==> src/rtl/core/usph_pkg.sv <==
// types, constants and codes of the url scheme/host/port splitter
package usph_pkg;

   localparam int MAX_LEN    = 1024;
   localparam int POS_W      = $clog2(MAX_LEN);
   localparam int BYTE_W     = 8;
   localparam int IDX_W      = 10;
   localparam int PORT_W     = 16;
   localparam int STATUS_W   = 2;
   localparam int REQ_DATA_W = 8;
   localparam int RSP_DATA_W = 48;

   localparam logic [POS_W-1:0] POS_MAX = POS_W'(MAX_LEN - 1);

   localparam logic [BYTE_W-1:0] CH_COLON = 8'h3a;
   localparam logic [BYTE_W-1:0] CH_SLASH = 8'h2f;
   localparam logic [BYTE_W-1:0] CH_0     = 8'h30;
   localparam logic [BYTE_W-1:0] CH_9     = 8'h39;
   localparam logic [BYTE_W-1:0] CH_NUL   = 8'h00;

   typedef enum logic [STATUS_W-1:0] {
      ST_OK      = 2'd0,
      ST_NOSLASH = 2'd1,
      ST_BADPORT = 2'd2,
      ST_NOPORT  = 2'd3
   } status_type;

   typedef enum logic [5:0] {
      PH_SCHEME = 6'b000001,
      PH_SLASH1 = 6'b000010,
      PH_SLASH2 = 6'b000100,
      PH_HOST   = 6'b001000,
      PH_PORT   = 6'b010000,
      PH_DONE   = 6'b100000
   } phase_type;

   typedef struct packed {
      logic [BYTE_W-1:0] data;
      logic              last;
   } item_type;

   typedef struct packed {
      status_type         status;
      logic [IDX_W-1:0]   scheme_len;
      logic [IDX_W-1:0]   host_start;
      logic [IDX_W-1:0]   host_end;
      logic [PORT_W-1:0]  port_number;
   } result_type;

   typedef struct packed {
      logic take;
      logic emit;
   } parse_ctrl_type;

   function automatic logic [POS_W-1:0] sat_next(input logic [POS_W-1:0] p);
      sat_next = (p == POS_MAX) ? p : p + POS_W'(1);
   endfunction

   function automatic logic [IDX_W-1:0] to_idx(input logic [POS_W-1:0] p);
      to_idx = IDX_W'(p);
   endfunction

endpackage

==> src/rtl/core/url_scheme_host_port_splitter.sv <==
// top level of the url scheme/host/port splitter
//
// req channel: one url character per word, req_tlast on the final character.
// rsp channel: exactly one word per url, carrying the status code in
// rsp_tuser and the scheme length, host start, host end and port number in
// rsp_tdata. The port number is zero unless the status is ok.
// A word is taken on every cycle when the output side keeps up: one
// character per cycle sustained. The result for the character that decides
// the parse passes through the input register, then the result register
// fed by the single-pass parse logic, before it is valid on rsp.
// Characters after the deciding one are consumed without a result until
// req_tlast; the next word then starts a new url.
// Reset clears the parse state and the valid flags of both registers; the
// block is ready for a new url in the cycle after reset is released.
// When the receiver stalls, the pending result holds in the result register
// and characters that produce no result keep flowing; a character that
// would produce a result waits in the input register until the result
// register frees up.
module url_scheme_host_port_splitter (
   input  logic                            clock,
   input  logic                            reset,
   input  logic                            req_tvalid,
   output logic                            req_tready,
   input  logic [usph_pkg::REQ_DATA_W-1:0] req_tdata,  // byte_in
   input  logic                            req_tlast,
   output logic                            rsp_tvalid,
   input  logic                            rsp_tready,
   // scheme_len, host_start, host_end, port_number, zero fill
   output logic [usph_pkg::RSP_DATA_W-1:0] rsp_tdata,
   output logic [usph_pkg::STATUS_W-1:0]   rsp_tuser   // status
);

   logic                     item_vld;
   usph_pkg::item_type       item;
   usph_pkg::parse_ctrl_type ctrl;
   usph_pkg::result_type     result;
   logic                     out_free;

   usph_in_reg u_in_reg (
      .clock      (clock),
      .reset      (reset),
      .req_tvalid (req_tvalid),
      .req_tready (req_tready),
      .req_tdata  (req_tdata),
      .req_tlast  (req_tlast),
      .take       (ctrl.take),
      .item_vld   (item_vld),
      .item       (item)
   );

   usph_parse u_parse (
      .clock    (clock),
      .reset    (reset),
      .item_vld (item_vld),
      .item     (item),
      .out_free (out_free),
      .ctrl     (ctrl),
      .result   (result)
   );

   usph_out_reg u_out_reg (
      .clock      (clock),
      .reset      (reset),
      .ctrl       (ctrl),
      .result     (result),
      .out_free   (out_free),
      .rsp_tvalid (rsp_tvalid),
      .rsp_tready (rsp_tready),
      .rsp_tdata  (rsp_tdata),
      .rsp_tuser  (rsp_tuser)
   );

endmodule

==> src/rtl/core/usph_in_reg.sv <==
// input word register of the url splitter
module usph_in_reg (
   input  logic                            clock,
   input  logic                            reset,
   input  logic                            req_tvalid,
   output logic                            req_tready,
   input  logic [usph_pkg::REQ_DATA_W-1:0] req_tdata,
   input  logic                            req_tlast,
   input  logic                            take,
   output logic                            item_vld,
   output usph_pkg::item_type              item
);

   logic               vld_ff, vld_in;
   usph_pkg::item_type item_ff;

   assign req_tready = !vld_ff || take;

   always_comb begin
      vld_in = vld_ff;
      if (req_tvalid && req_tready) begin
         vld_in = 1'b1;
      end else if (take) begin
         vld_in = 1'b0;
      end
   end

   always_ff @(posedge clock) begin
      if (reset) begin
         vld_ff <= 1'b0;
      end else begin
         vld_ff <= vld_in;
      end
   end

   always_ff @(posedge clock) begin
      if (req_tvalid && req_tready) begin
         item_ff.data <= req_tdata[usph_pkg::BYTE_W-1:0];
         item_ff.last <= req_tlast;
      end
   end

   assign item_vld = vld_ff;
   assign item     = item_ff;

endmodule

==> src/rtl/core/usph_parse.sv <==
// per-url parse state and next-state logic of the url splitter
module usph_parse (
   input  logic                     clock,
   input  logic                     reset,
   input  logic                     item_vld,
   input  usph_pkg::item_type       item,
   input  logic                     out_free,
   output usph_pkg::parse_ctrl_type ctrl,
   output usph_pkg::result_type     result
);

   usph_pkg::phase_type           phase_ff, phase_in;
   logic [usph_pkg::POS_W-1:0]    pos_ff, pos_in;
   logic [usph_pkg::POS_W-1:0]    scheme_ff, scheme_in;
   logic [usph_pkg::POS_W-1:0]    hstart_ff, hstart_in;
   logic [usph_pkg::POS_W-1:0]    hend_ff, hend_in;
   logic [usph_pkg::PORT_W-1:0]   acc_ff, acc_in;
   logic [usph_pkg::PORT_W-1:0]   digit;
   logic                          emit;
   usph_pkg::status_type          status;
   logic                          take;

   assign digit = usph_pkg::PORT_W'(item.data - usph_pkg::CH_0);

   always_comb begin
      phase_in  = phase_ff;
      scheme_in = scheme_ff;
      hstart_in = hstart_ff;
      hend_in   = hend_ff;
      acc_in    = acc_ff;
      emit      = 1'b0;
      status    = usph_pkg::ST_OK;

      case (phase_ff)
         usph_pkg::PH_SCHEME: begin
            if (item.data == usph_pkg::CH_COLON) begin
               scheme_in = pos_ff;
               phase_in  = usph_pkg::PH_SLASH1;
            end
         end
         usph_pkg::PH_SLASH1: begin
            if (item.data == usph_pkg::CH_SLASH) begin
               phase_in = usph_pkg::PH_SLASH2;
            end else begin
               emit   = 1'b1;
               status = usph_pkg::ST_NOSLASH;
            end
         end
         usph_pkg::PH_SLASH2: begin
            if (item.data == usph_pkg::CH_SLASH) begin
               hstart_in = usph_pkg::sat_next(pos_ff);
               phase_in  = usph_pkg::PH_HOST;
            end else begin
               emit   = 1'b1;
               status = usph_pkg::ST_NOSLASH;
            end
         end
         usph_pkg::PH_HOST: begin
            if (item.data == usph_pkg::CH_COLON) begin
               hend_in  = pos_ff;
               phase_in = usph_pkg::PH_PORT;
            end
         end
         usph_pkg::PH_PORT: begin
            if (item.data inside {[usph_pkg::CH_0:usph_pkg::CH_9]}) begin
               acc_in = (acc_ff << 3) + (acc_ff << 1) + digit;
            end else if (item.data == usph_pkg::CH_NUL) begin
               emit   = 1'b1;
               status = usph_pkg::ST_OK;
            end else begin
               emit   = 1'b1;
               status = usph_pkg::ST_BADPORT;
            end
         end
         default: begin
         end
      endcase

      // end of url decides whatever is still open
      if (!emit && item.last) begin
         case (phase_in)
            usph_pkg::PH_SLASH1, usph_pkg::PH_SLASH2: begin
               emit   = 1'b1;
               status = usph_pkg::ST_NOSLASH;
            end
            usph_pkg::PH_PORT: begin
               emit   = 1'b1;
               status = usph_pkg::ST_OK;
            end
            usph_pkg::PH_SCHEME, usph_pkg::PH_HOST: begin
               emit   = 1'b1;
               status = usph_pkg::ST_NOPORT;
            end
            default: begin
            end
         endcase
      end

      if (emit) begin
         phase_in = usph_pkg::PH_DONE;
      end
   end

   assign pos_in = usph_pkg::sat_next(pos_ff);
   assign take   = item_vld && (!emit || out_free);

   always_ff @(posedge clock) begin
      if (reset) begin
         phase_ff  <= usph_pkg::PH_SCHEME;
         pos_ff    <= '0;
         scheme_ff <= '0;
         hstart_ff <= '0;
         hend_ff   <= '0;
         acc_ff    <= '0;
      end else if (take) begin
         if (item.last) begin
            phase_ff  <= usph_pkg::PH_SCHEME;
            pos_ff    <= '0;
            scheme_ff <= '0;
            hstart_ff <= '0;
            hend_ff   <= '0;
            acc_ff    <= '0;
         end else begin
            phase_ff  <= phase_in;
            pos_ff    <= pos_in;
            scheme_ff <= scheme_in;
            hstart_ff <= hstart_in;
            hend_ff   <= hend_in;
            acc_ff    <= acc_in;
         end
      end
   end

   assign ctrl.take = take;
   assign ctrl.emit = emit;

   assign result.status      = status;
   assign result.scheme_len  = usph_pkg::to_idx(scheme_in);
   assign result.host_start  = usph_pkg::to_idx(hstart_in);
   assign result.host_end    = usph_pkg::to_idx(hend_in);
   assign result.port_number = (status == usph_pkg::ST_OK) ? acc_in : '0;

endmodule

==> src/rtl/core/usph_out_reg.sv <==
// result word register of the url splitter
module usph_out_reg (
   input  logic                            clock,
   input  logic                            reset,
   input  usph_pkg::parse_ctrl_type        ctrl,
   input  usph_pkg::result_type            result,
   output logic                            out_free,
   output logic                            rsp_tvalid,
   input  logic                            rsp_tready,
   output logic [usph_pkg::RSP_DATA_W-1:0] rsp_tdata,
   output logic [usph_pkg::STATUS_W-1:0]   rsp_tuser
);

   logic                 vld_ff, vld_in;
   logic                 load;
   usph_pkg::result_type res_ff;

   assign out_free = !vld_ff || rsp_tready;
   assign load     = ctrl.take && ctrl.emit;

   always_comb begin
      vld_in = vld_ff;
      if (load) begin
         vld_in = 1'b1;
      end else if (rsp_tready) begin
         vld_in = 1'b0;
      end
   end

   always_ff @(posedge clock) begin
      if (reset) begin
         vld_ff <= 1'b0;
      end else begin
         vld_ff <= vld_in;
      end
   end

   always_ff @(posedge clock) begin
      if (load) begin
         res_ff <= result;
      end
   end

   assign rsp_tvalid = vld_ff;
   assign rsp_tuser  = res_ff.status;
   assign rsp_tdata  = {2'b00, res_ff.port_number, res_ff.host_end,
                        res_ff.host_start, res_ff.scheme_len};

endmodule

==> config.mk <==
export PLATFORM = sky130hd
export DESIGN_NAME = url_scheme_host_port_splitter
export DESIGN_NICKNAME = d
export VERILOG_FILES = /design/src/rtl/core/usph_pkg.sv /design/src/rtl/core/url_scheme_host_port_splitter.sv /design/src/rtl/core/usph_in_reg.sv /design/src/rtl/core/usph_parse.sv /design/src/rtl/core/usph_out_reg.sv
export SDC_FILE = /design/constraint.sdc
export NUM_CORES = 1
export LEC_CHECK = 0
export BUFFER_PORTS_ARGS = -buffer_cell sky130_fd_sc_hd__clkbuf_2
export CAP_MARGIN = 20
export CORE_MARGIN = 4
export CORE_UTILIZATION = 52
export CTS_BUF_LIST = sky130_fd_sc_hd__clkbuf_16
export DETAILED_ROUTE_END_ITERATION = 8
export GPL_TIMING_DRIVEN = 0
export PLACE_DENSITY_LB_ADDON = 0.2
export SYNTH_ARGS = -nofsm -noshare
export SYNTH_HDL_FRONTEND = slang
export SYNTH_SLANG_ARGS = --single-unit
==> constraint.sdc <==
create_clock -name clock -period 5.59 [get_ports clock]
set_input_delay 1.118 -clock clock [delete_from_list [all_inputs] [get_ports clock]]
set_output_delay 1.118 -clock clock [all_outputs]
set_load 0.005 [all_outputs]
==> reports/results.ini <==
[outcome]
status=finished clean

[critical_path]
required_ns=4.47
start_kind=register
crit_chain=inv_1 -> ha_1 -> nand3_1 -> nor4_2 -> a211oi_1 -> o41ai_1 -> a211o_1 -> buf_4 -> nand3_1 -> clkbuf_2
crit_slowest_cell=nor4_2
rr_startpoint=u_in_reg.item[5]
cp_max_fo=9
crit_buf_inv=3
slowest_delay_ns=0.58
crit_path_end_kind=output pin
reg2reg_slack_ns=1.75
crit_type=reg -> out
cp_top_family=simple AND/OR/NAND/NOR gates
worstRegToRegCells=11
r2r-end=u_out_reg.rsp_tdata[36]
crit_top_cell=nand3_1
arrival_ns=3.31

[logic_synthesis]
synth_cell_types=67
synth-xor-area-share_pct=3.23
netlist_instances=668
yosysMostFrequentCell=nand2_1
synth_top_area_share_pct=26.3
synth_edf_count=57
synth-seq-cells=121
synth.area.mux_share_pct=2.87
yosysSeqAreaShare_pct=46.0
synth_compound_area_share_pct=14.6
ys_top_cells_by_area=edfxtp_1, dfxtp_1, nand2_1
ys_top_cells_by_count=nand2_1, dfxtp_1, edfxtp_1
synth_adder_area_share_pct=7.66
synth_area_um2=6500
yosys.area.top_type=edfxtp_1
synth_top_family_by_area=simple AND/OR/NAND/NOR gates
async_reset_ff_share_pct=0
synth-simple-area-share_pct=20.7
synth.avg_cell_area_um2=9.74
yosys_warnings=0
synthFlopType=dfxtp_1

[timing]
fmax_ghz=0.226
drv_slew=0
fin_crit_ns=4.43
fin_crit_sh_pct=79.2
tightestPinTransition_ns=0.926
relSlewSlack_pct=38.0
hold_viol_final=0
hold_ws_ns=0.448
skew_ns=0.00524
setup_viol=0
rsz0062_at_grt=no

[placement]
gp_congestion=0.841
dpl.hpwl_mm=11.5
placed_cells_incl_taps=901
place_area_um2=7060
portBuffers=62

[clocking]
ctsResizeCount=0
cts_htree_levels=4
holdBufCountCts=0
cts_setup_buffers=0
cts.path.max_buffers=2
clock_sink_count=121
cts.reportedPaths.clkPinSlew_ns=0.05
cts_root_buf=clkbuf_16
cts_tree=built
insertion_delay_ns=0.42
cts_buffers=17

[min_path]
hold_depth=2
hp-class=reg -> reg
min_to=u_parse.scheme_ff[0]
hold_start=u_parse.scheme_ff[0]

[pwr]
vdd_drop_max_mv=0.177
leakagePower_nw=3.07
power_mw=2.26
p_per_area_nw_per_um2=293

[run]
max_cap_violations=0

[finish]
nNetsFinal=797
diodes=0
syn2layout_area_growth_pct=18.4
final_cell_count_no_fill=933
drive_above_1_share_pct=17.9
fin_area_um2=7700
fillers=997
utilization_pct=63.6

[drt]
avgViaCountPerCell=5.71
wl_mm=15.8
via_count=5325
routedWlPerCell_um=16.9
antenna_left=0
dr.pass1.iters=5
drt_iter0_drc=506
drc_errors=0

[floorplanning]
num_io_pins=65
rows=40
start_util_pct=53.7
die_w_um=120
die_area_um2=14400
die-height_um=120
coreArea_um2=12100

[grt]
grt_pass1_wl_mm=26.3
grt_start_max_net_pins=38
grt_pass1_vias=5220
grt_antenna_before_repair=0
grt_usage_pct=23.1
grt_overflow=0

## placed cells by master (no fill, tap or decap), types with 16 or more instances in the layout
cell / Yosys / final
dfxtp_1: 64 / 64
a21oi_1: 44 / 44
nand2_1: 100 / 100
nand3b_1: 35 / 35
edfxtp_1: 57 / 57
o21ai_0: 34 / 34
ha_1: 19 / 19
xnor2_1: 20 / 20
clkbuf_16: 0 / 17
clkbuf_1: 28 / 28
nor2_1: 33 / 32
inv_1: 27 / 29
nand3_1: 16 / 16
clkbuf_2: 0 / 62
## worst register-to-register path, delay by kind of cell (launching register included)
kind	cells	cell delay [ns]
AOI/OAI and AO/OA	4	1.01
adders and majority gates	1	0.16
buffers and inverters	3	0.97
DFF	1	0.48
and+or+nand+nor	3	0.92
## per-layer routing
metal | track usage, % | up-vias | wire length [um]
met1 | 28.1 | 2580 | 6680
met2 | 40.3 | 162 | 7950
met4 | 8.16 | 0 | 275
met3 | 5.14 | 24 | 848
li1 | - | 2559 | -
met5 | 0 | - | 0
## report_power, final
| part | internal, mW | switching (mW) |
|---|---|---|
| registers | 0.939 | 0.0104 |
| logic | 0.0488 | 0.0855 |
| clock network | 0.783 | 0.392 |
| total | 1.77 | 0.488 |
## flip-flops by register name (all words and copies together) (netlist names)
name	flops
u_out_reg.rsp_tdata	46
u_parse.acc_ff	16
u_parse.hend_ff	10
u_parse.hstart_ff	10
u_parse.pos_ff	10
u_parse.scheme_ff	10
u_in_reg.item	9
u_parse.phase_ff	6
u_out_reg.rsp_tuser	2
u_in_reg.item_vld	1
u_out_reg.rsp_tvalid	1
## how the worst max path moves through the flow
stage	from	endpoint	slack [ns]	cells past startpoint
final	u_in_reg.item[5]	req_tready	1.16	10
after global placement	u_in_reg.item[5]	u_out_reg.rsp_tdata[36]	-0.35	9
after CTS	u_in_reg.item[5]	req_tready	1.15	9
after global routing	u_in_reg.item[5]	req_tready	0.89	9
after detailed placement	u_in_reg.item[5]	req_tready	1.61	9
after floorplan	u_in_reg.item[5]	u_out_reg.rsp_tdata[0]	0.77	9
## area by class of cell
class | instances | area (um2) | share of cell area, %
well taps | 168 | 210 | 2.73
clock inverters | 15 | 209 | 2.71
repair buffers | 64 | 338 | 4.39
flip-flops and latches | 121 | 2990 | 38.9
plain buffers | 45 | 214 | 2.78
clock buffers | 17 | 425 | 5.53
multi-input cells | 476 | 3210 | 41.7
inverters | 27 | 101 | 1.32
## cell families after synthesis
logic type,after synthesis
simple gates,258
xor+xnor,24
flops,121
other cells,1
mux,17
compound gates,143
buf+inv,72
fa+ha+maj,32
## metrics by stage
stage / setup TNS, ns / setup slack, ns
detailed placement: 0 / 1.61
floorplan: 0 / 0.768
CTS: 0 / 1.15
global placement: -16.53 / -0.352
global route: 0 / 0.890
finish: 0 / 1.16
Power figures use the tool's default switching activity.
